File: src/assert_macros.svh
// ----------------------------------------------------------------------------
// assert_macros.svh
// Concurrent assertion helpers, clocked on clk and disabled in reset.
// ----------------------------------------------------------------------------
`ifndef ASSERT_MACROS_SVH
`define ASSERT_MACROS_SVH

`ifndef SYNTHESIS

// Same-cycle implication.
`define ASSERT_IMPLIES(name, ant, cons, msg) \
    name: assert property (@(posedge clk) disable iff (!rst_n) (ant) |-> (cons)) \
        else $error(msg);

// Next-cycle implication.
`define ASSERT_NEXT(name, ant, cons, msg) \
    name: assert property (@(posedge clk) disable iff (!rst_n) (ant) |=> (cons)) \
        else $error(msg);

`else

`define ASSERT_IMPLIES(name, ant, cons, msg)
`define ASSERT_NEXT(name, ant, cons, msg)

`endif

`endif

File: src/m4i_pkg.sv
`timescale 1ns / 1ps
// ----------------------------------------------------------------------------
// m4i_pkg
// Shared types, constants and index tables of the 4x4 matrix inverse.
// ----------------------------------------------------------------------------
package m4i_pkg;

    // Multiplier digit width of the shared multiply-accumulate unit.
    localparam int DIGIT_WIDTH = 16;

    typedef struct packed {
        logic load;
        logic clear;
        logic neg;
        logic step;
    } mac_ctrl_t;

    typedef struct packed {
        logic load;
        logic check;
        logic step;
    } div_ctrl_t;

    // 2x2 minor n = m[a]*m[b] - m[c]*m[d], packed as {a, b, c, d}.
    // Minors 0..5 use rows 0,1; minors 6..11 use rows 2,3.
    function automatic logic [15:0] minor_sel(input logic [3:0] n);
        logic [15:0] r;
        unique case (n)
            4'd0:    r = {4'd0,  4'd5,  4'd4,  4'd1};
            4'd1:    r = {4'd0,  4'd6,  4'd4,  4'd2};
            4'd2:    r = {4'd0,  4'd7,  4'd4,  4'd3};
            4'd3:    r = {4'd1,  4'd6,  4'd5,  4'd2};
            4'd4:    r = {4'd1,  4'd7,  4'd5,  4'd3};
            4'd5:    r = {4'd2,  4'd7,  4'd6,  4'd3};
            4'd6:    r = {4'd8,  4'd13, 4'd12, 4'd9};
            4'd7:    r = {4'd8,  4'd14, 4'd12, 4'd10};
            4'd8:    r = {4'd8,  4'd15, 4'd12, 4'd11};
            4'd9:    r = {4'd9,  4'd14, 4'd13, 4'd10};
            4'd10:   r = {4'd9,  4'd15, 4'd13, 4'd11};
            4'd11:   r = {4'd10, 4'd15, 4'd14, 4'd11};
            default: r = '0;
        endcase
        return r;
    endfunction

    // Matrix element of cofactor term t for adjugate entry k.
    function automatic logic [3:0] adj_m_idx(input logic [3:0] k, input logic [1:0] t);
        logic [11:0] r;
        unique case (k)
            4'd0:    r = {4'd5,  4'd6,  4'd7};
            4'd1:    r = {4'd1,  4'd2,  4'd3};
            4'd2:    r = {4'd13, 4'd14, 4'd15};
            4'd3:    r = {4'd9,  4'd10, 4'd11};
            4'd4:    r = {4'd4,  4'd6,  4'd7};
            4'd5:    r = {4'd0,  4'd2,  4'd3};
            4'd6:    r = {4'd12, 4'd14, 4'd15};
            4'd7:    r = {4'd8,  4'd10, 4'd11};
            4'd8:    r = {4'd4,  4'd5,  4'd7};
            4'd9:    r = {4'd0,  4'd1,  4'd3};
            4'd10:   r = {4'd12, 4'd13, 4'd15};
            4'd11:   r = {4'd8,  4'd9,  4'd11};
            4'd12:   r = {4'd4,  4'd5,  4'd6};
            4'd13:   r = {4'd0,  4'd1,  4'd2};
            4'd14:   r = {4'd12, 4'd13, 4'd14};
            default: r = {4'd8,  4'd9,  4'd10};
        endcase
        unique case (t)
            2'd0:    return r[11:8];
            2'd1:    return r[7:4];
            default: return r[3:0];
        endcase
    endfunction

    // Minor number (0..5) of cofactor term t, by k[3:2], the matrix column that the cofactor excludes.
    function automatic logic [2:0] adj_x_idx(input logic [1:0] col, input logic [1:0] t);
        logic [8:0] r;
        unique case (col)
            2'd0:    r = {3'd5, 3'd4, 3'd3};
            2'd1:    r = {3'd5, 3'd2, 3'd1};
            2'd2:    r = {3'd4, 3'd2, 3'd0};
            default: r = {3'd3, 3'd1, 3'd0};
        endcase
        unique case (t)
            2'd0:    return r[8:6];
            2'd1:    return r[5:3];
            default: return r[2:0];
        endcase
    endfunction

endpackage

File: src/m4i_div.sv
`timescale 1ns / 1ps
// ----------------------------------------------------------------------------
// m4i_div
// Restoring divider, one quotient bit per step cycle: |adj| * 2^(2F) / |det|.
// An overflow check ahead of the steps flags quotients of 2^E and above.
// ----------------------------------------------------------------------------
module m4i_div import m4i_pkg::*; #(
    parameter int E  = 32,
    parameter int F  = 16,
    parameter int AW = 98,
    parameter int DW = 131
) (
    input  logic                 clk,
    input  logic                 rst_n,
    input  div_ctrl_t            ctrl,
    input  logic signed [AW-1:0] adj,
    input  logic [DW-1:0]        dmag,
    output logic [E-1:0]         quot,
    output logic                 big,
    output logic                 last_step
);

    localparam int NW  = AW + 2 * F;
    localparam int RW  = (DW + 1 > NW - E) ? DW + 1 : NW - E;
    localparam int CW  = $clog2(E);

    logic [RW-1:0] rem_reg;
    logic [E-1:0]  nlo_reg;
    logic [E-1:0]  quot_reg;
    logic          big_reg;
    logic [CW-1:0] cnt_reg;
    logic [CW-1:0] cnt_next;

    logic [AW-1:0] mag;
    logic [NW-1:0] num;
    logic [RW-1:0] dext;
    logic [RW-1:0] rs;
    logic          ge;

    assign mag  = adj[AW-1] ? (~adj + 1'b1) : adj;
    assign num  = {mag, {(2 * F){1'b0}}};
    assign dext = RW'(dmag);
    assign rs   = {rem_reg[RW-2:0], nlo_reg[E-1]};
    assign ge   = (rs >= dext);

    always_comb
    begin
        cnt_next = cnt_reg;
        if (ctrl.load)
        begin
            cnt_next = '0;
        end
        else if (ctrl.step)
        begin
            cnt_next = cnt_reg + 1'b1;
        end
    end

    always_ff @(posedge clk or negedge rst_n)
    begin
        if (!rst_n)
        begin
            cnt_reg <= '0;
        end
        else
        begin
            cnt_reg <= cnt_next;
        end
    end

    always_ff @(posedge clk)
    begin
        if (ctrl.load)
        begin
            rem_reg  <= RW'(num[NW-1:E]);
            nlo_reg  <= num[E-1:0];
            quot_reg <= '0;
        end
        else if (ctrl.check)
        begin
            // floor(num / 2^E) >= d  <=>  quotient >= 2^E
            big_reg <= (rem_reg >= dext);
        end
        else if (ctrl.step)
        begin
            rem_reg  <= ge ? (rs - dext) : rs;
            nlo_reg  <= nlo_reg << 1;
            quot_reg <= {quot_reg[E-2:0], ge};
        end
    end

    assign quot      = quot_reg;
    assign big       = big_reg;
    assign last_step = (cnt_reg == CW'(E - 1));

endmodule

File: config.mk
export PLATFORM = sky130hd
export DESIGN_NAME = m4i_div
export DESIGN_NICKNAME = d
export VERILOG_FILES = /design/src/assert_macros.svh /design/src/m4i_pkg.sv /design/src/m4i_div.sv
export SDC_FILE = /design/constraint.sdc
export NUM_CORES = 1
export LEC_CHECK = 0
export ABC_AREA = 0
export BUFFER_PORTS_ARGS = -buffer_cell sky130_fd_sc_hd__clkbuf_2
export CAP_MARGIN = 20
export CORE_ASPECT_RATIO = 1.2
export CORE_MARGIN = 2
export CORE_UTILIZATION = 55
export DETAILED_ROUTE_END_ITERATION = 7
export PLACE_DENSITY = 0.79
export SLEW_MARGIN = 0
export SYNTH_ARGS = -nofsm -noshare
export SYNTH_HDL_FRONTEND = slang
export SYNTH_SLANG_ARGS = --single-unit
File: constraint.sdc
create_clock -name clk -period 3.95 [get_ports clk]
set_input_delay 0.1975 -clock clk [delete_from_list [all_inputs] [get_ports clk]]
set_output_delay 0.1975 -clock clk [all_outputs]
set_load 0.01 [all_outputs]
# Word level (Yosys, flattened, before mapping)
# Cells that the tools add are included.
[totals]
ff_bits = 170
out_inout_bits = 34
inputBits = 234
wordCells = 26
[op_classes]
magnitude_cmp = 2
n_bitwise = 3
mux = 7
add_sub_neg = 3
n_reduce_logical = 4
n_eq_ne = 2
[op_table]
columns = ["cell", "count"]
rows = [
  ["two-way mux 98 bit", 4],
  [">= comparator 132 x 131 -> 1 bit", 2],
  ["two-way mux 132 bit", 1],
  ["subtractor 132 x 131 -> 132 bit", 1],
  ["adder 98 x 1 -> 98 bit (second input constant)", 1],
  ["NOT 98 bit", 1],
  ["two-way mux 5 bit", 2],
  ["AND reduction 2 bit", 3],
  ["adder 5 x 1 -> 5 bit (second input constant)", 1],
  ["== test 5 bit (second input constant)", 1],
  ["inequality test 2 x 1 -> 1 bit (second input constant)", 1],
  ["NOT 1 bit", 2],
  ["nonzero test 2 bit", 1],
]

# Logic depth before layout (Yosys ltp)
[depth]
depth_word = 5
depth_mapped = 18

# Least setup slack after synthesis
# OpenSTA, ideal clock, no wires.
[synth_path]
path_type = "register to register"
startpoint = "register rem_reg[20]"
endpoint = "register rem_reg[10] (data pin)"
n_path_buf = 4
period_less_slack_ns = 4.273
t_required_ns = 3.680
stages_incl_launch_ff = 18
path_slack_ns = -0.323
setup_time_ns = 0.270
arrival_ns = 4.002
path_cell_list = "edfxtp_1 > ha_1 > clkbuf_1 > a21o_1 > or2_2 > o22ai_1 > a21oi_1 > a211oi_1 > o2111ai_1 > a21boi_0 > o41ai_1 > a21oi_1 > clkbuf_1 > clkbuf_1 > buf_1 > nor2_1 > a211oi_1 > a21oi_1"
[synth_via]
elab_chain_cells = 5
[synth_rtl]
columns = ["item", "line_no", "text"]
rows = [
  ["start, declared", "m4i_div.sv:27", "logic [RW-1:0] rem_reg;"],
  ["start signal, assigned", "m4i_div.sv:75", "rem_reg <= RW'(num[NW-1:E]);"],
  ["start signal, assigned", "m4i_div.sv:86", "rem_reg <= ge ? (rs - dext) : rs;"],
  [">= comparator 132 x 131 -> 1 bit", "m4i_div.sv:44", "assign ge = (rs >= dext);"],
  ["two-way mux 132 bit", "m4i_div.sv:86", ""],
  ["two-way mux 98 bit", "m4i_div.sv:84", "else if (ctrl.step)"],
  ["two-way mux 98 bit", "m4i_div.sv:79", "else if (ctrl.check)"],
  ["two-way mux 98 bit", "m4i_div.sv:73", "if (ctrl.load)"],
]
# Every way passes these cells. The select of a mux whose other input is x is not followed.
# A chain may end at the register's enable or synchronous reset.

# Worst setup path in the final report
[layout_path]
startpoint = "register rem_reg[35]"
endpoint = "register rem_reg[117]"
[layout_via]
elab_chain_cells = 2
elab_cells_between_ends = 3
classes_between = "add/sub: 1; order compare: 1; mux: 1"
[layout_rtl]
columns = ["item", "line_no"]
rows = [
  ["subtractor 132 x 131 -> 132 bit / >= comparator 132 x 131 -> 1 bit (equally long branches)", "m4i_div.sv:86, m4i_div.sv:44"],
  ["two-way mux 132 bit *", "m4i_div.sv:86"],
]
# Mark *: on every way between the ends. The rest lies on a longest branch, timed or not.

==> results.py <==
metrics = {
    "critical_path": {
        "critPathKind": "flip-flop to flip-flop",
        "endpoint_kind": "flip-flop",
        "critPathMaxFanout": 3,
        "crit_slowest_cell": "edfxtp_1",
        "crit_arrival_ns": 4.38,
        "r2r_setup_slack_ns": -0.07,
        "slowest_delay_ns": 0.48,
        "cpMostUsedCell": "buf_4",
        "cp.required_ns": 4.31,
        "startpoint_type": "flip-flop",
        "path_cells": "ha_4 > nand4_1 > buf_4 > nor4_2 > o31ai_1 > a2111oi_1 > buf_4 > o311ai_4 > a2111oi_4 > buf_4 > or2_2 > a21oi_2 > o31ai_2 > xnor2_1 > o21ai_0",
    },
    "route": {
        "wl_um": 86500,
        "drt_first_iter_violations": 2429,
        "num_vias": 25600,
        "ant_nets": 0,
        "route.detailed.drc": 0,
        "wl_per_cell_um": 21.7,
        "dr.pass1.iters": 8,
        "avgViaCountPerCell": 6.42,
    },
    "grt": {
        "grt_pass1_wl_um": 126000,
        "gr-total-overflow": 0,
        "first_global_vias": 24600,
        "grt_util_all_layers": 0.395,
        "antenna_found_initial": 2,
        "grt_start_max_net_pins": 86,
    },
    "place": {
        "io_buffers": 267,
        "post-place-ws_ns": -0.493,
        "gp_congestion": 1.07,
        "dp_hpwl_um": 65600,
        "dp_cells": 3913,
    },
    "finish": {
        "final_nets": 3946,
        "syn_to_final_growth_pct": 33.2,
        "layout-drive-gt1-share": 0.282,
        "largest_reg_flops": 132,
        "diodes": 0,
        "stdcell_count": 3985,
    },
    "clock_network": {
        "cts_tree": "yes",
        "insertion_delay_ns": 0.48,
        "htree_levels": 4,
        "cts_made_buffers": 17,
        "clockBufferDepth": 2,
        "root_buffer": "clkbuf_16",
        "clk_pin_slew_worst_paths_ns": 0.08,
        "numClockSinks": 170,
    },
    "die": {
        "initial_utilization": 0.555,
        "die_h_um": 220,
        "die_area_um2": 40600,
        "die_w_um": 184,
        "io_pins": 268,
        "row_count": 79,
        "core_um2": 38600,
    },
    "timing": {
        "setup_viol": 6,
        "max-slew-margin-rel": 0.263,
        "final.min_clock_period_ns": 4.02,
        "final-max-slew-violation-count": 0,
        "fmax_ghz": 0.249,
        "final_hold_viol_count": 0,
        "fin_ws_ns": -0.0676,
        "tightestPinTransition_ns": 1.11,
        "rsz0062_at_grt": "true",
        "skew_ns": 0.0165,
        "min_period_over_period": 1.02,
    },
    "yosys": {
        "yosys_warnings": 0,
        "synth-edff-count": 99,
        "syn-num-nets": 3312,
        "syn-mean-instance-area_um2": 7.63,
        "ys_types": 73,
        "ys_ff_latch": 170,
        "synth_top_area_share": 0.154,
        "synth_area_um2": 21500,
        "ys.flop_type": "edfxtp_1",
        "synth_top_cell_by_area": "ha_1",
        "syn_inst": 2812,
        "yosysSeqAreaShare": 0.206,
        "synthTopCellsByArea": "ha_1 (15%), edfxtp_1 (14%), a21oi_1 (7.9%), dfxtp_1 (6.2%), xor2_1 (5.1%)",
        "async_flop_share": 0.0294,
    },
    "status": {
        "status": "complete, but fails checks",
        "violations": "setup timing",
    },
    "flow_run": {
        "maxCapViolations": 0,
    },
    "pwr": {
        "leakagePower_nw": 13.3,
        "powerDensity_nw_per_um2": 277,
        "vdd_ir_drop_max_v": 0.000352,
    },
    "worst_hold_path": {
        "hold_class": "input pin to async pin",
    },
}
[routing by layer]
layer	part of all wire	GRT usage	up-vias	wire, um
met1	0.36	0.435	11900	31200
met5	0.00042	0	-	36
met3	0.083	0.0683	449	7180
met4	0.081	0.286	4	7000
met2	0.47	0.687	1549	41000
li1	-	-	11700	-
[worst paths after layout]
check	start	cells after the start	endpoint
hold reg to reg	quot[0]	2	quot[0]
setup reg to reg	rem_reg[35]	15	rem_reg[117]
hold / removal	rst_n	2	cnt_reg[0]
setup / recovery	rem_reg[35]	15	rem_reg[117]
max in group asynchronous	rst_n	2	cnt_reg[4]
min in group clk	adj[43]	3	rem_reg[43]
[cells by family after synthesis]
logic type | count (synthesis) | share of synthesized area
multiplexers | 20 | 0.00956
AND/OR/NAND/NOR | 776 | 0.177
XOR/XNOR | 212 | 0.0865
flip-flops | 170 | 0.206
AO/OA/AOI/OAI | 1028 | 0.305
adder cells (fa/ha/maj) | 266 | 0.155
buffers and inverters | 340 | 0.0603
[final cells by class]
class                           instances  area (um2)
Tap cell                              526         658
Clock inverter                         11         103
Timing Repair Buffer                  761        5340
Fill cell                            2965       10100
Sequential cell                       170        4420
Clock buffer                           21         504
Multi-Input combinational cell       2302       16800
Inverter                              194         731
[worst max-delay path, delay by kind of cell (launching register included)]
kind	cells	cell delay (ns)
AO/OA/AOI/OAI	7	1.68
XOR/XNOR	1	0.16
adder cells (fa/ha/maj)	1	0.34
buffers and inverters	3	0.56
flip-flops	1	0.48
AND/OR/NAND/NOR	3	0.69
[report_power, final]
part | leakage [nW] | total (mW) | switching (mW) | internal (mW)
combinational | 11.4 | 3.95 | 2.22 | 1.73
sequential | 1.57 | 2.12 | 0.101 | 2.02
clock | 0.305 | 1.85 | 0.856 | 0.989
total | 13.3 | 7.92 | 3.18 | 4.75
[repair_timing]
item                       in CTS  in global routing
setup buffers                   5                 29
gates cloned                    3                  2
setup endpoints to repair     132                124
hold buffers                    1                  0
resized for setup              64                156
hold endpoints to repair        5                  0
pin swaps                      13                 54
[through the flow]
step                      total power [mW]  instance area, um2  hold slack, ns   util  setup TNS, ns
after floorplan                       4.15               21500         -0.0981      -         -0.148
after global placement                5.57               26400          0.0175  0.684         -21.52
after detailed placement              5.65               26400          0.0198  0.684         -22.40
after CTS                             7.54               27500          0.0583  0.712        -0.0440
after global routing                  8.25               28600          0.0870  0.740          -2.88
final                                 7.92               28600          0.0648  0.740         -0.150
[layout by cell type, fill, tap and decap left out, types with 11 or more instances in the layout]
| cell | count |
|---|---|
| buf_4 | 469 |
| a21oi_1 | 313 |
| clkbuf_2 | 265 |
| ha_1 | 246 |
| nand2_1 | 224 |
| inv_1 | 193 |
| nor2_1 | 187 |
| o21ai_0 | 169 |
| xor2_1 | 125 |
| a21o_1 | 115 |
| edfxtp_1 | 99 |
| nand4_1 | 90 |
| xnor2_1 | 87 |
| dfxtp_1 | 66 |
| a211oi_1 | 45 |
| o31ai_1 | 43 |
| o21bai_1 | 42 |
| nor3_1 | 37 |
| a22o_1 | 35 |
| nand3_1 | 32 |
| a211oi_2 | 29 |
| or3_1 | 28 |
| o21a_1 | 26 |
| nand2b_1 | 25 |
| nor2b_1 | 25 |
| clkbuf_16 | 22 |
| nor4_1 | 21 |
| a31oi_1 | 21 |
| a21oi_2 | 20 |
| mux2i_1 | 16 |
| o211ai_1 | 15 |
| ha_4 | 15 |
| or4_1 | 14 |
| o41ai_1 | 14 |
| a21boi_0 | 14 |
| or2_2 | 13 |
| and3_1 | 13 |
| a32oi_1 | 13 |
| a22oi_1 | 11 |
[synth_stat cells (5+ instances only)]
master and number:
o21a_1 26, or3_1 31, clkbuf_1 130, nor3_1 43, nor3b_1 8, o211ai_1 15, a31oi_1 23, a211oi_1 80
a221o_1 5, and4_1 7, nor2b_1 25, and3_1 14, or4_1 18, a21o_1 115, ha_1 265, inv_1 194
nor4_1 25, edfxtp_1 99, or2_2 15, dfrtp_1 5, nor2_1 193, o21bai_1 43, a21oi_1 337, mux2i_1 16
xor2_1 125, nand3_1 33, o21ai_0 189, nand4_1 90, nand2_1 226, a22oi_1 12, o41ai_1 15, a21boi_0 17
a32oi_1 13, a22o_1 35, a2111oi_0 5, a221oi_1 7, dfxtp_1 66, o31ai_1 49, and2_1 9, nand2b_1 26
xnor2_1 87, o221ai_1 8, buf_1 12
Note: power is estimated with default switching activity, not from simulation.
