## src/assert_macros.svh

```systemverilog
// ----------------------------------------------------------------------------
// assert_macros.svh
// Concurrent assertion helpers, clocked on clk and disabled in reset.
// ----------------------------------------------------------------------------
`ifndef ASSERT_MACROS_SVH
`define ASSERT_MACROS_SVH

`ifndef SYNTHESIS

// Same-cycle implication.
`define ASSERT_IMPLIES(name, ant, cons, msg) \
    name: assert property (@(posedge clk) disable iff (!rst_n) (ant) |-> (cons)) \
        else $error(msg);

// Next-cycle implication.
`define ASSERT_NEXT(name, ant, cons, msg) \
    name: assert property (@(posedge clk) disable iff (!rst_n) (ant) |=> (cons)) \
        else $error(msg);

`else

`define ASSERT_IMPLIES(name, ant, cons, msg)
`define ASSERT_NEXT(name, ant, cons, msg)

`endif

`endif

```

## src/m4i_pkg.sv

```systemverilog
`timescale 1ns / 1ps
// ----------------------------------------------------------------------------
// m4i_pkg
// Shared types, constants and index tables of the 4x4 matrix inverse.
// ----------------------------------------------------------------------------
package m4i_pkg;

    // Multiplier digit width of the shared multiply-accumulate unit.
    localparam int DIGIT_WIDTH = 16;

    typedef struct packed {
        logic load;
        logic clear;
        logic neg;
        logic step;
    } mac_ctrl_t;

    typedef struct packed {
        logic load;
        logic check;
        logic step;
    } div_ctrl_t;

    // 2x2 minor n = m[a]*m[b] - m[c]*m[d], packed as {a, b, c, d}.
    // Minors 0..5 use rows 0,1; minors 6..11 use rows 2,3.
    function automatic logic [15:0] minor_sel(input logic [3:0] n);
        logic [15:0] r;
        unique case (n)
            4'd0:    r = {4'd0,  4'd5,  4'd4,  4'd1};
            4'd1:    r = {4'd0,  4'd6,  4'd4,  4'd2};
            4'd2:    r = {4'd0,  4'd7,  4'd4,  4'd3};
            4'd3:    r = {4'd1,  4'd6,  4'd5,  4'd2};
            4'd4:    r = {4'd1,  4'd7,  4'd5,  4'd3};
            4'd5:    r = {4'd2,  4'd7,  4'd6,  4'd3};
            4'd6:    r = {4'd8,  4'd13, 4'd12, 4'd9};
            4'd7:    r = {4'd8,  4'd14, 4'd12, 4'd10};
            4'd8:    r = {4'd8,  4'd15, 4'd12, 4'd11};
            4'd9:    r = {4'd9,  4'd14, 4'd13, 4'd10};
            4'd10:   r = {4'd9,  4'd15, 4'd13, 4'd11};
            4'd11:   r = {4'd10, 4'd15, 4'd14, 4'd11};
            default: r = '0;
        endcase
        return r;
    endfunction

    // Matrix element of cofactor term t for adjugate entry k.
    function automatic logic [3:0] adj_m_idx(input logic [3:0] k, input logic [1:0] t);
        logic [11:0] r;
        unique case (k)
            4'd0:    r = {4'd5,  4'd6,  4'd7};
            4'd1:    r = {4'd1,  4'd2,  4'd3};
            4'd2:    r = {4'd13, 4'd14, 4'd15};
            4'd3:    r = {4'd9,  4'd10, 4'd11};
            4'd4:    r = {4'd4,  4'd6,  4'd7};
            4'd5:    r = {4'd0,  4'd2,  4'd3};
            4'd6:    r = {4'd12, 4'd14, 4'd15};
            4'd7:    r = {4'd8,  4'd10, 4'd11};
            4'd8:    r = {4'd4,  4'd5,  4'd7};
            4'd9:    r = {4'd0,  4'd1,  4'd3};
            4'd10:   r = {4'd12, 4'd13, 4'd15};
            4'd11:   r = {4'd8,  4'd9,  4'd11};
            4'd12:   r = {4'd4,  4'd5,  4'd6};
            4'd13:   r = {4'd0,  4'd1,  4'd2};
            4'd14:   r = {4'd12, 4'd13, 4'd14};
            default: r = {4'd8,  4'd9,  4'd10};
        endcase
        unique case (t)
            2'd0:    return r[11:8];
            2'd1:    return r[7:4];
            default: return r[3:0];
        endcase
    endfunction

    // Minor number (0..5) of cofactor term t, by k[3:2], the matrix column that the cofactor excludes.
    function automatic logic [2:0] adj_x_idx(input logic [1:0] col, input logic [1:0] t);
        logic [8:0] r;
        unique case (col)
            2'd0:    r = {3'd5, 3'd4, 3'd3};
            2'd1:    r = {3'd5, 3'd2, 3'd1};
            2'd2:    r = {3'd4, 3'd2, 3'd0};
            default: r = {3'd3, 3'd1, 3'd0};
        endcase
        unique case (t)
            2'd0:    return r[8:6];
            2'd1:    return r[5:3];
            default: return r[2:0];
        endcase
    endfunction

endpackage

```

## src/m4i_mac.sv

```systemverilog
`timescale 1ns / 1ps
// ----------------------------------------------------------------------------
// m4i_mac
// Shared multiply-accumulate unit: sign-magnitude product, one multiplier
// digit per step cycle, added with its sign into a wide accumulator.
// ----------------------------------------------------------------------------
module m4i_mac import m4i_pkg::*; #(
    parameter int OPW = 65,
    parameter int ACW = 131
) (
    input  logic                  clk,
    input  logic                  rst_n,
    input  mac_ctrl_t             ctrl,
    input  logic signed [OPW-1:0] a,
    input  logic signed [OPW-1:0] b,
    output logic signed [ACW-1:0] acc,
    output logic                  last_digit
);

    localparam int ND  = (OPW + DIGIT_WIDTH - 1) / DIGIT_WIDTH;
    localparam int NDW = ND * DIGIT_WIDTH;
    localparam int DCW = $clog2(ND);

    logic [OPW-1:0]             ma_reg;
    logic [NDW-1:0]             mb_reg;
    logic                       neg_reg;
    logic [DCW-1:0]             dig_reg;
    logic [DCW-1:0]             dig_next;
    logic signed [ACW-1:0]      acc_reg;

    logic [OPW-1:0]             mag_a;
    logic [OPW-1:0]             mag_b;
    logic [OPW+DIGIT_WIDTH-1:0] prod;
    logic [ACW-1:0]             part;
    logic [ACW-1:0]             term;

    assign mag_a = a[OPW-1] ? (~a + 1'b1) : a;
    assign mag_b = b[OPW-1] ? (~b + 1'b1) : b;

    assign prod = ma_reg * mb_reg[DIGIT_WIDTH-1:0];
    assign part = ACW'(prod) << (int'(dig_reg) * DIGIT_WIDTH);
    assign term = neg_reg ? (~part + 1'b1) : part;

    always_comb
    begin
        dig_next = dig_reg;
        if (ctrl.load)
        begin
            dig_next = '0;
        end
        else if (ctrl.step)
        begin
            dig_next = dig_reg + 1'b1;
        end
    end

    always_ff @(posedge clk or negedge rst_n)
    begin
        if (!rst_n)
        begin
            dig_reg <= '0;
        end
        else
        begin
            dig_reg <= dig_next;
        end
    end

    always_ff @(posedge clk)
    begin
        if (ctrl.load)
        begin
            ma_reg  <= mag_a;
            mb_reg  <= NDW'(mag_b);
            neg_reg <= a[OPW-1] ^ b[OPW-1] ^ ctrl.neg;
            if (ctrl.clear)
            begin
                acc_reg <= '0;
            end
        end
        else if (ctrl.step)
        begin
            acc_reg <= acc_reg + $signed(term);
            mb_reg  <= mb_reg >> DIGIT_WIDTH;
        end
    end

    assign acc        = acc_reg;
    assign last_digit = (dig_reg == DCW'(ND - 1));

endmodule

```

## config.mk

```make
export PLATFORM = sky130hd
export DESIGN_NAME = m4i_mac
export DESIGN_NICKNAME = d
export VERILOG_FILES = /design/src/assert_macros.svh /design/src/m4i_pkg.sv /design/src/m4i_mac.sv
export SDC_FILE = /design/constraint.sdc
export NUM_CORES = 2
export LEC_CHECK = 0
export BUFFER_PORTS_ARGS = -buffer_cell sky130_fd_sc_hd__buf_2
export CORE_AREA = 2 2 397 399
export CTS_CLUSTER_DIAMETER = 80
export CTS_CLUSTER_SIZE = 20
export DETAILED_ROUTE_END_ITERATION = 12
export DIE_AREA = 0 0 399 401
export GPL_TIMING_DRIVEN = 0
export PLACE_DENSITY = 0.53
export SLEW_MARGIN = 10
export SYNTH_ARGS = -nofsm -noshare
export SYNTH_HDL_FRONTEND = slang
export SYNTH_SLANG_ARGS = --single-unit
```

## constraint.sdc

```tcl
create_clock -name clk -period 20.6 [get_ports clk]
set_clock_uncertainty 0.05 [all_clocks]
set_input_delay 4.12 -clock clk [delete_from_list [all_inputs] [get_ports clk]]
set_output_delay 4.12 -clock clk [all_outputs]
set_load 0.01 [all_outputs]
```

# ---- Word level (Yosys, flattened, before mapping)
# Index checks and enable logic that the tools add are counted.
dict set report word_totals {
  reg_bits 265
  input_bits 136
  output_inout_bits 132
}
dict set report classes {
  eq_ne 2
  mul 1
  n_addsub 5
  n_bitwise 5
  shifts 1
  mux 10
  n_reduce_logical 2
}
# cell n
set op_table {}
lappend op_table {{2-to-1 mux 131 bit} 4}
lappend op_table {{2-to-1 mux 65 bit} 3}
lappend op_table {{adder 131 x 1 -> 131 bit, second input constant} 1}
lappend op_table {{adder 131 bit} 1}
lappend op_table {{NOT 131 bit} 1}
lappend op_table {{<< shifter 81 x 7 -> 131 bit} 1}
lappend op_table {{adder 65 x 1 -> 65 bit, second input constant} 2}
lappend op_table {{NOT 65 bit} 2}
lappend op_table {{multiplier 65 x 16 -> 81 bit} 1}
lappend op_table {{2-to-1 mux 64 bit} 1}
lappend op_table {{2-to-1 mux 3 bit} 2}
lappend op_table {{adder 3 x 1 -> 3 bit, second input constant} 1}
lappend op_table {{equality test 3 bit, second input constant} 1}
lappend op_table {{!= test 2 bit, second input constant} 1}
lappend op_table {{AND reduction 2 bit} 1}
lappend op_table {{nonzero test 2 bit} 1}
lappend op_table {{XOR 1 bit} 2}

# ---- Depth between registers and ports, before layout
dict set report depth {
  depth_word 8
  ltp_mapped 50
  ltp_nobuf 43
}

# ---- Worst setup path after synthesis
# OpenSTA, ideal clock, no wires.
dict set report synth_path {
  path_kind {reg-to-reg}
  from {reg mb_reg[12]}
  to {reg acc_reg[128], in the netlist acc[128] (data pin)}
  setup_slack_ps 9060
  synth_period_minus_slack_ps 11540
  arrival_time_ps 11230
  n_path_buf 2
  required_ps 20290
  stages_incl_launch_ff 43
  cell_sequence {edfxtp_1 -> clkbuf_1 -> clkbuf_1 -> nand2_1 -> fa_1 -> inv_1 -> fa_1 -> fa_1 -> fa_1 -> fa_1 -> inv_1 -> fa_1 -> inv_1 -> ha_1 -> a21oi_1 -> o21ai_1 -> a311oi_2 -> a211oi_1 -> [... 7 more ...] -> nand3_1 -> nand2_1 -> xor2_1 -> ha_1 -> a21oi_1 -> o21ai_0 -> a221o_1 -> a31oi_1 -> o311ai_0 -> a21o_1 -> a221oi_1 -> a21oi_1 -> o31ai_1 -> a21oi_1 -> o211ai_1 -> nand2_1 -> a221oi_1 -> mux2_2}
}
dict set report synth_via {
  elab_chain_len 8
}
# element line_no
set synth_lines {}
lappend synth_lines {{start, declared} m4i_mac.sv:25} ;# logic [NDW-1:0] mb_reg;
lappend synth_lines {{start signal, assigned} m4i_mac.sv:74} ;# mb_reg <= NDW'(mag_b);
lappend synth_lines {{start signal, assigned} m4i_mac.sv:84} ;# mb_reg <= mb_reg >> DIGIT_WIDTH;
lappend synth_lines {{multiplier 65 x 16 -> 81 bit *} m4i_mac.sv:40} ;# assign prod = ma_reg * mb_reg[DIGIT_WIDTH-1:0];
lappend synth_lines {{<< shifter 81 x 7 -> 131 bit *} m4i_mac.sv:41} ;# assign part = ACW'(prod) << (int'(dig_reg) * DIGIT_WIDTH);
lappend synth_lines {{NOT 131 bit} m4i_mac.sv:42} ;# assign term = neg_reg ? (~part + 1'b1) : part;
lappend synth_lines {{adder 131 x 1 -> 131 bit} m4i_mac.sv:42}
lappend synth_lines {{2-to-1 mux 131 bit *} m4i_mac.sv:42}
lappend synth_lines {{adder 131 bit *} m4i_mac.sv:83} ;# acc_reg <= acc_reg + $signed(term);
lappend synth_lines {{2-to-1 mux 131 bit *} m4i_mac.sv:81} ;# else if (ctrl.step)
lappend synth_lines {{2-to-1 mux 131 bit *} m4i_mac.sv:71} ;# if (ctrl.load)
lappend synth_lines {{end signal, assigned} m4i_mac.sv:83}
lappend synth_lines {{end, declared} m4i_mac.sv:29} ;# logic signed [ACW-1:0] acc_reg;
# Every way passes the cells marked *; elsewhere a longest branch is shown, timed or not. The select of a mux whose other input is x is not followed.
# A chain may end at the register's enable or synchronous reset.

# ---- Worst setup path in the final report
dict set report layout_path {
  from {reg mb_reg[6]}
  to {reg acc_reg[129], in the netlist acc[129] (data pin)}
}
# The elaborated chain is that of the path after synthesis.

==> impl_metrics.csv <==
group,metric,value,unit
critical_path,worst_path_largest_cell_delay,1.22,ns
global_routing,grt_max_degree,97,
clock_tree,ctsResizeCount,0,
critical_path,crit_type,"flop to flop",
timing,final_max_slew_viol_count,0,
yosys,synth_area_per_cell,8.19,um^2
yosys,synth-seq-cells,265,
critical_path,worstSetupEndpointType,"flop",
timing,rsz0062_at_grt,"false",
timing,period_share,0.823,
critical_path,rr_worst_depth,42,
die,core-area,156000,um^2
die,die_area,160000,um^2
placement,post-dp-hpwl,224000,um
yosys,synth_ff_type,"edfxtp_1",
global_routing,antenna_found_initial,18,
timing,fin_tns_setup,0,ns
detailed_routing,detail_route.wl_per_cell,27.2,um
critical_path,startpoint_type,"flop",
critical_path,setup.worst_path.start,"mb_reg[6]$_DFFE_PP_",
critical_path,reg2reg_slack,3.64,ns
clock_tree,cts_buffer_depth,3,
cells_and_area,nNetsFinal,9181,
critical_path,r2r_start,"mb_reg[6]$_DFFE_PP_",
clock_tree,clkTransAtPathRegs,0.08,ns
global_routing,grt_pass1_vias,58000,
clock_tree,post_cts_buffers,0,
yosys,ys_types,123,
yosys,synth_edf_count,262,
worst_hold_path,holdCritPathClass,"flop to flop",
global_routing,grt_pass1_wl,398000,um
cells_and_area,nFillCells,16000,
critical_path,critPathCapture,"acc[129]$_SDFFCE_PP0P_",
global_routing,globalRouteTotalUtil,0.338,
detailed_routing,postRouteAntennaNets,0,
clock_tree,cts_hold_buf,0,
run,maxCapViolCount,1,
critical_path,required,21.03,ns
die,chipWidth,399,um
timing,worst_slack,3.64,ns
critical_path,cp_slowest_cell,"a2111oi_0",
global_routing,overflow,0,
timing,tightest_slew,1.46,ns
clock_tree,clk_latency,0.73,ns
placement,dp_slack,4.31,ns
timing,setup_viol,0,
yosys,synth-async-reset-ratio,0.0113,
run_status,outcome,"complete, but fails checks",
die,io_pins,268,
critical_path,rr_endpoint,"acc[129]$_SDFFCE_PP0P_",
yosys,synth.yosys.seq_area_share,0.128,
yosys,synthCells,7566,
timing,whs,0.512,ns
clock_tree,cts_buffers,30,
detailed_routing,vias_per_cell,5.81,
detailed_routing,drc_errors,0,
clock_tree,cts_tree,"built",
cells_and_area,area_growth,8.38,%
detailed_routing,dr.pass1.iters,6,
placement,io_buffers,265,
cells_and_area,layout-drive-gt1-share,0.0666,
detailed_routing,vias,57800,
placement,gp_congestion,1.04,
timing,finalHoldViolCount,0,
die,die_h,401,um
cells_and_area,largest_reg_flops,131,
critical_path,arrival,17.39,ns
die,start_util,0.398,
yosys,syn_area,62000,um^2
detailed_routing,routed_wl,271000,um
detailed_routing,drtIter0Drc,5656,
timing,finalCriticalPeriod,16.96,ns
cells_and_area,design_area,67200,um^2
timing,clock.fmax,59.0,MHz
clock_tree,clockRootBuffer,"clkbuf_16",
yosys,yosysWarningCount,0,
die,fp-row-count,145,
clock_tree,htreeDepth,1,
critical_path,worst_path_most_repeated_cell,"fa_1",
timing,maxSlewHeadroom,0.00389,
yosys,syn_nets,8876,
critical_path,crit_fanout,10,
placement,dpl_cell_area,66100,um^2
run_status,failed_checks,"max-capacitance violations",
clock_tree,cts.sink_count,265,
kinds of logic (layout without fill, tap and decap cells):
logic type                 after synthesis  count (layout)  share of synthesized area
and+or+nand+nor                       2693            2693                      0.208
DFF                                    265             265                      0.128
adders and majority gates             1174            1174                      0.344
xor gates and xnor gates               390             390                     0.0554
other                                    0               4                          0
AOI/OAI and AO/OA                     1545            1545                      0.167
muxes                                   48              48                    0.00834
buffers and inverters                 1451            1779                     0.0891
layout make-up:
| class | count | area, um^2 | area share |
|---|---|---|---|
| Antenna cell | 4 | 10.0 | 0.000149 |
| Buffer | 432 | 1720 | 0.0256 |
| Clock buffer | 32 | 758 | 0.0113 |
| Clock inverter | 23 | 327 | 0.00486 |
| Inverter | 1019 | 3820 | 0.0569 |
| Multi-Input combinational cell | 5850 | 48600 | 0.723 |
| Sequential cell | 265 | 7940 | 0.118 |
| Tap cell | 2058 | 2570 | 0.0383 |
| Timing Repair Buffer | 273 | 1450 | 0.0216 |
worst max-delay path: cells and delay by family (launching register included):
kind,cells,cell delay [ns]
AO/OA/AOI/OAI,14,6.05
XOR/XNOR,1,0.09
adder cells (fa/ha/maj),8,3.48
buffers and inverters,8,2.39
flip-flops,1,0.45
multiplexers,1,0.36
AND/OR/NAND/NOR,10,3.75
per-stage QoR:
step           std cells   util
2_1_floorplan       7566      -
3_3_place_gp        9889  0.423
3_5_place_dp        9897  0.424
4_1_cts             9952  0.431
5_1_grt             9954  0.432
6_report            9956  0.432
worst min path at each step:
| stage | endpoint | slack (ns) | cells after the start | start |
|---|---|---|---|---|
| 2_1_floorplan | mb_reg[0]$_DFFE_PP_ | 0.47 | 1 | mb_reg[16]$_DFFE_PP_ |
| 3_3_place_gp | mb_reg[0]$_DFFE_PP_ | 0.49 | 1 | mb_reg[16]$_DFFE_PP_ |
| 3_5_place_dp | mb_reg[0]$_DFFE_PP_ | 0.49 | 1 | mb_reg[16]$_DFFE_PP_ |
| 4_1_cts | mb_reg[0]$_DFFE_PP_ | 0.51 | 1 | mb_reg[16]$_DFFE_PP_ |
| 5_1_grt | mb_reg[0]$_DFFE_PP_ | 0.55 | 1 | mb_reg[16]$_DFFE_PP_ |
| 6_report | mb_reg[0]$_DFFE_PP_ | 0.51 | 1 | mb_reg[16]$_DFFE_PP_ |
metal layers:
| layer | global-route usage | wire length [um] | vias up |
|---|---|---|---|
| met5 | 0 | 88 | - |
| met2 | 0.529 | 120000 | 2509 |
| met4 | 0.163 | 16800 | 12 |
| li1 | - | - | 25800 |
| met3 | 0.0525 | 19600 | 568 |
| met1 | 0.455 | 114000 | 29000 |
synth_stat cells, types with 13 or more instances:
library cell	n	area [um^2]
mux2_2	18	203
nor2_1	478	1790
o21bai_1	32	240
a211oi_1	54	405
and4_1	14	123
ha_1	293	3670
clkbuf_1	383	1440
nor2b_1	34	213
nor4_1	46	288
o21ai_1	20	100
nand3_1	102	510
nand2b_1	51	319
o41ai_1	25	219
o21ai_0	310	1550
a31oi_1	54	338
a21boi_0	21	158
or4_1	33	248
a21o_1	129	968
xnor2_1	235	2060
o2111ai_1	15	131
o21a_1	47	353
xor2_1	153	1340
o22ai_1	23	144
a31o_2	17	149
inv_1	1017	3820
or2_2	37	231
o31ai_1	104	781
o211ai_1	50	375
o221ai_1	16	140
a22oi_1	21	158
a22o_1	13	114
or3_1	55	344
nor3_1	101	505
a221oi_1	23	201
fa_1	881	17600
buf_2	33	165
nand4_1	93	582
mux2i_1	28	280
nand2_1	1119	4200
and3_1	54	338
edfxtp_1	262	7870
and2_1	411	2570
a21oi_1	394	1970
cells in the final DEF (no fill, tap or decap), types with 129 or more instances in the layout:
cell type	instances
xnor2_1	235
fa_1	881
a21oi_1	394
xor2_1	153
nand2_1	1119
edfxtp_1	262
clkbuf_1	367
and2_1	411
nor2_1	477
ha_1	293
o21ai_0	310
a21o_1	129
buf_2	298
inv_1	1017
Power is not shown: default switching activity piles up to over one toggle a cycle in this logic, so the estimate is an artifact.
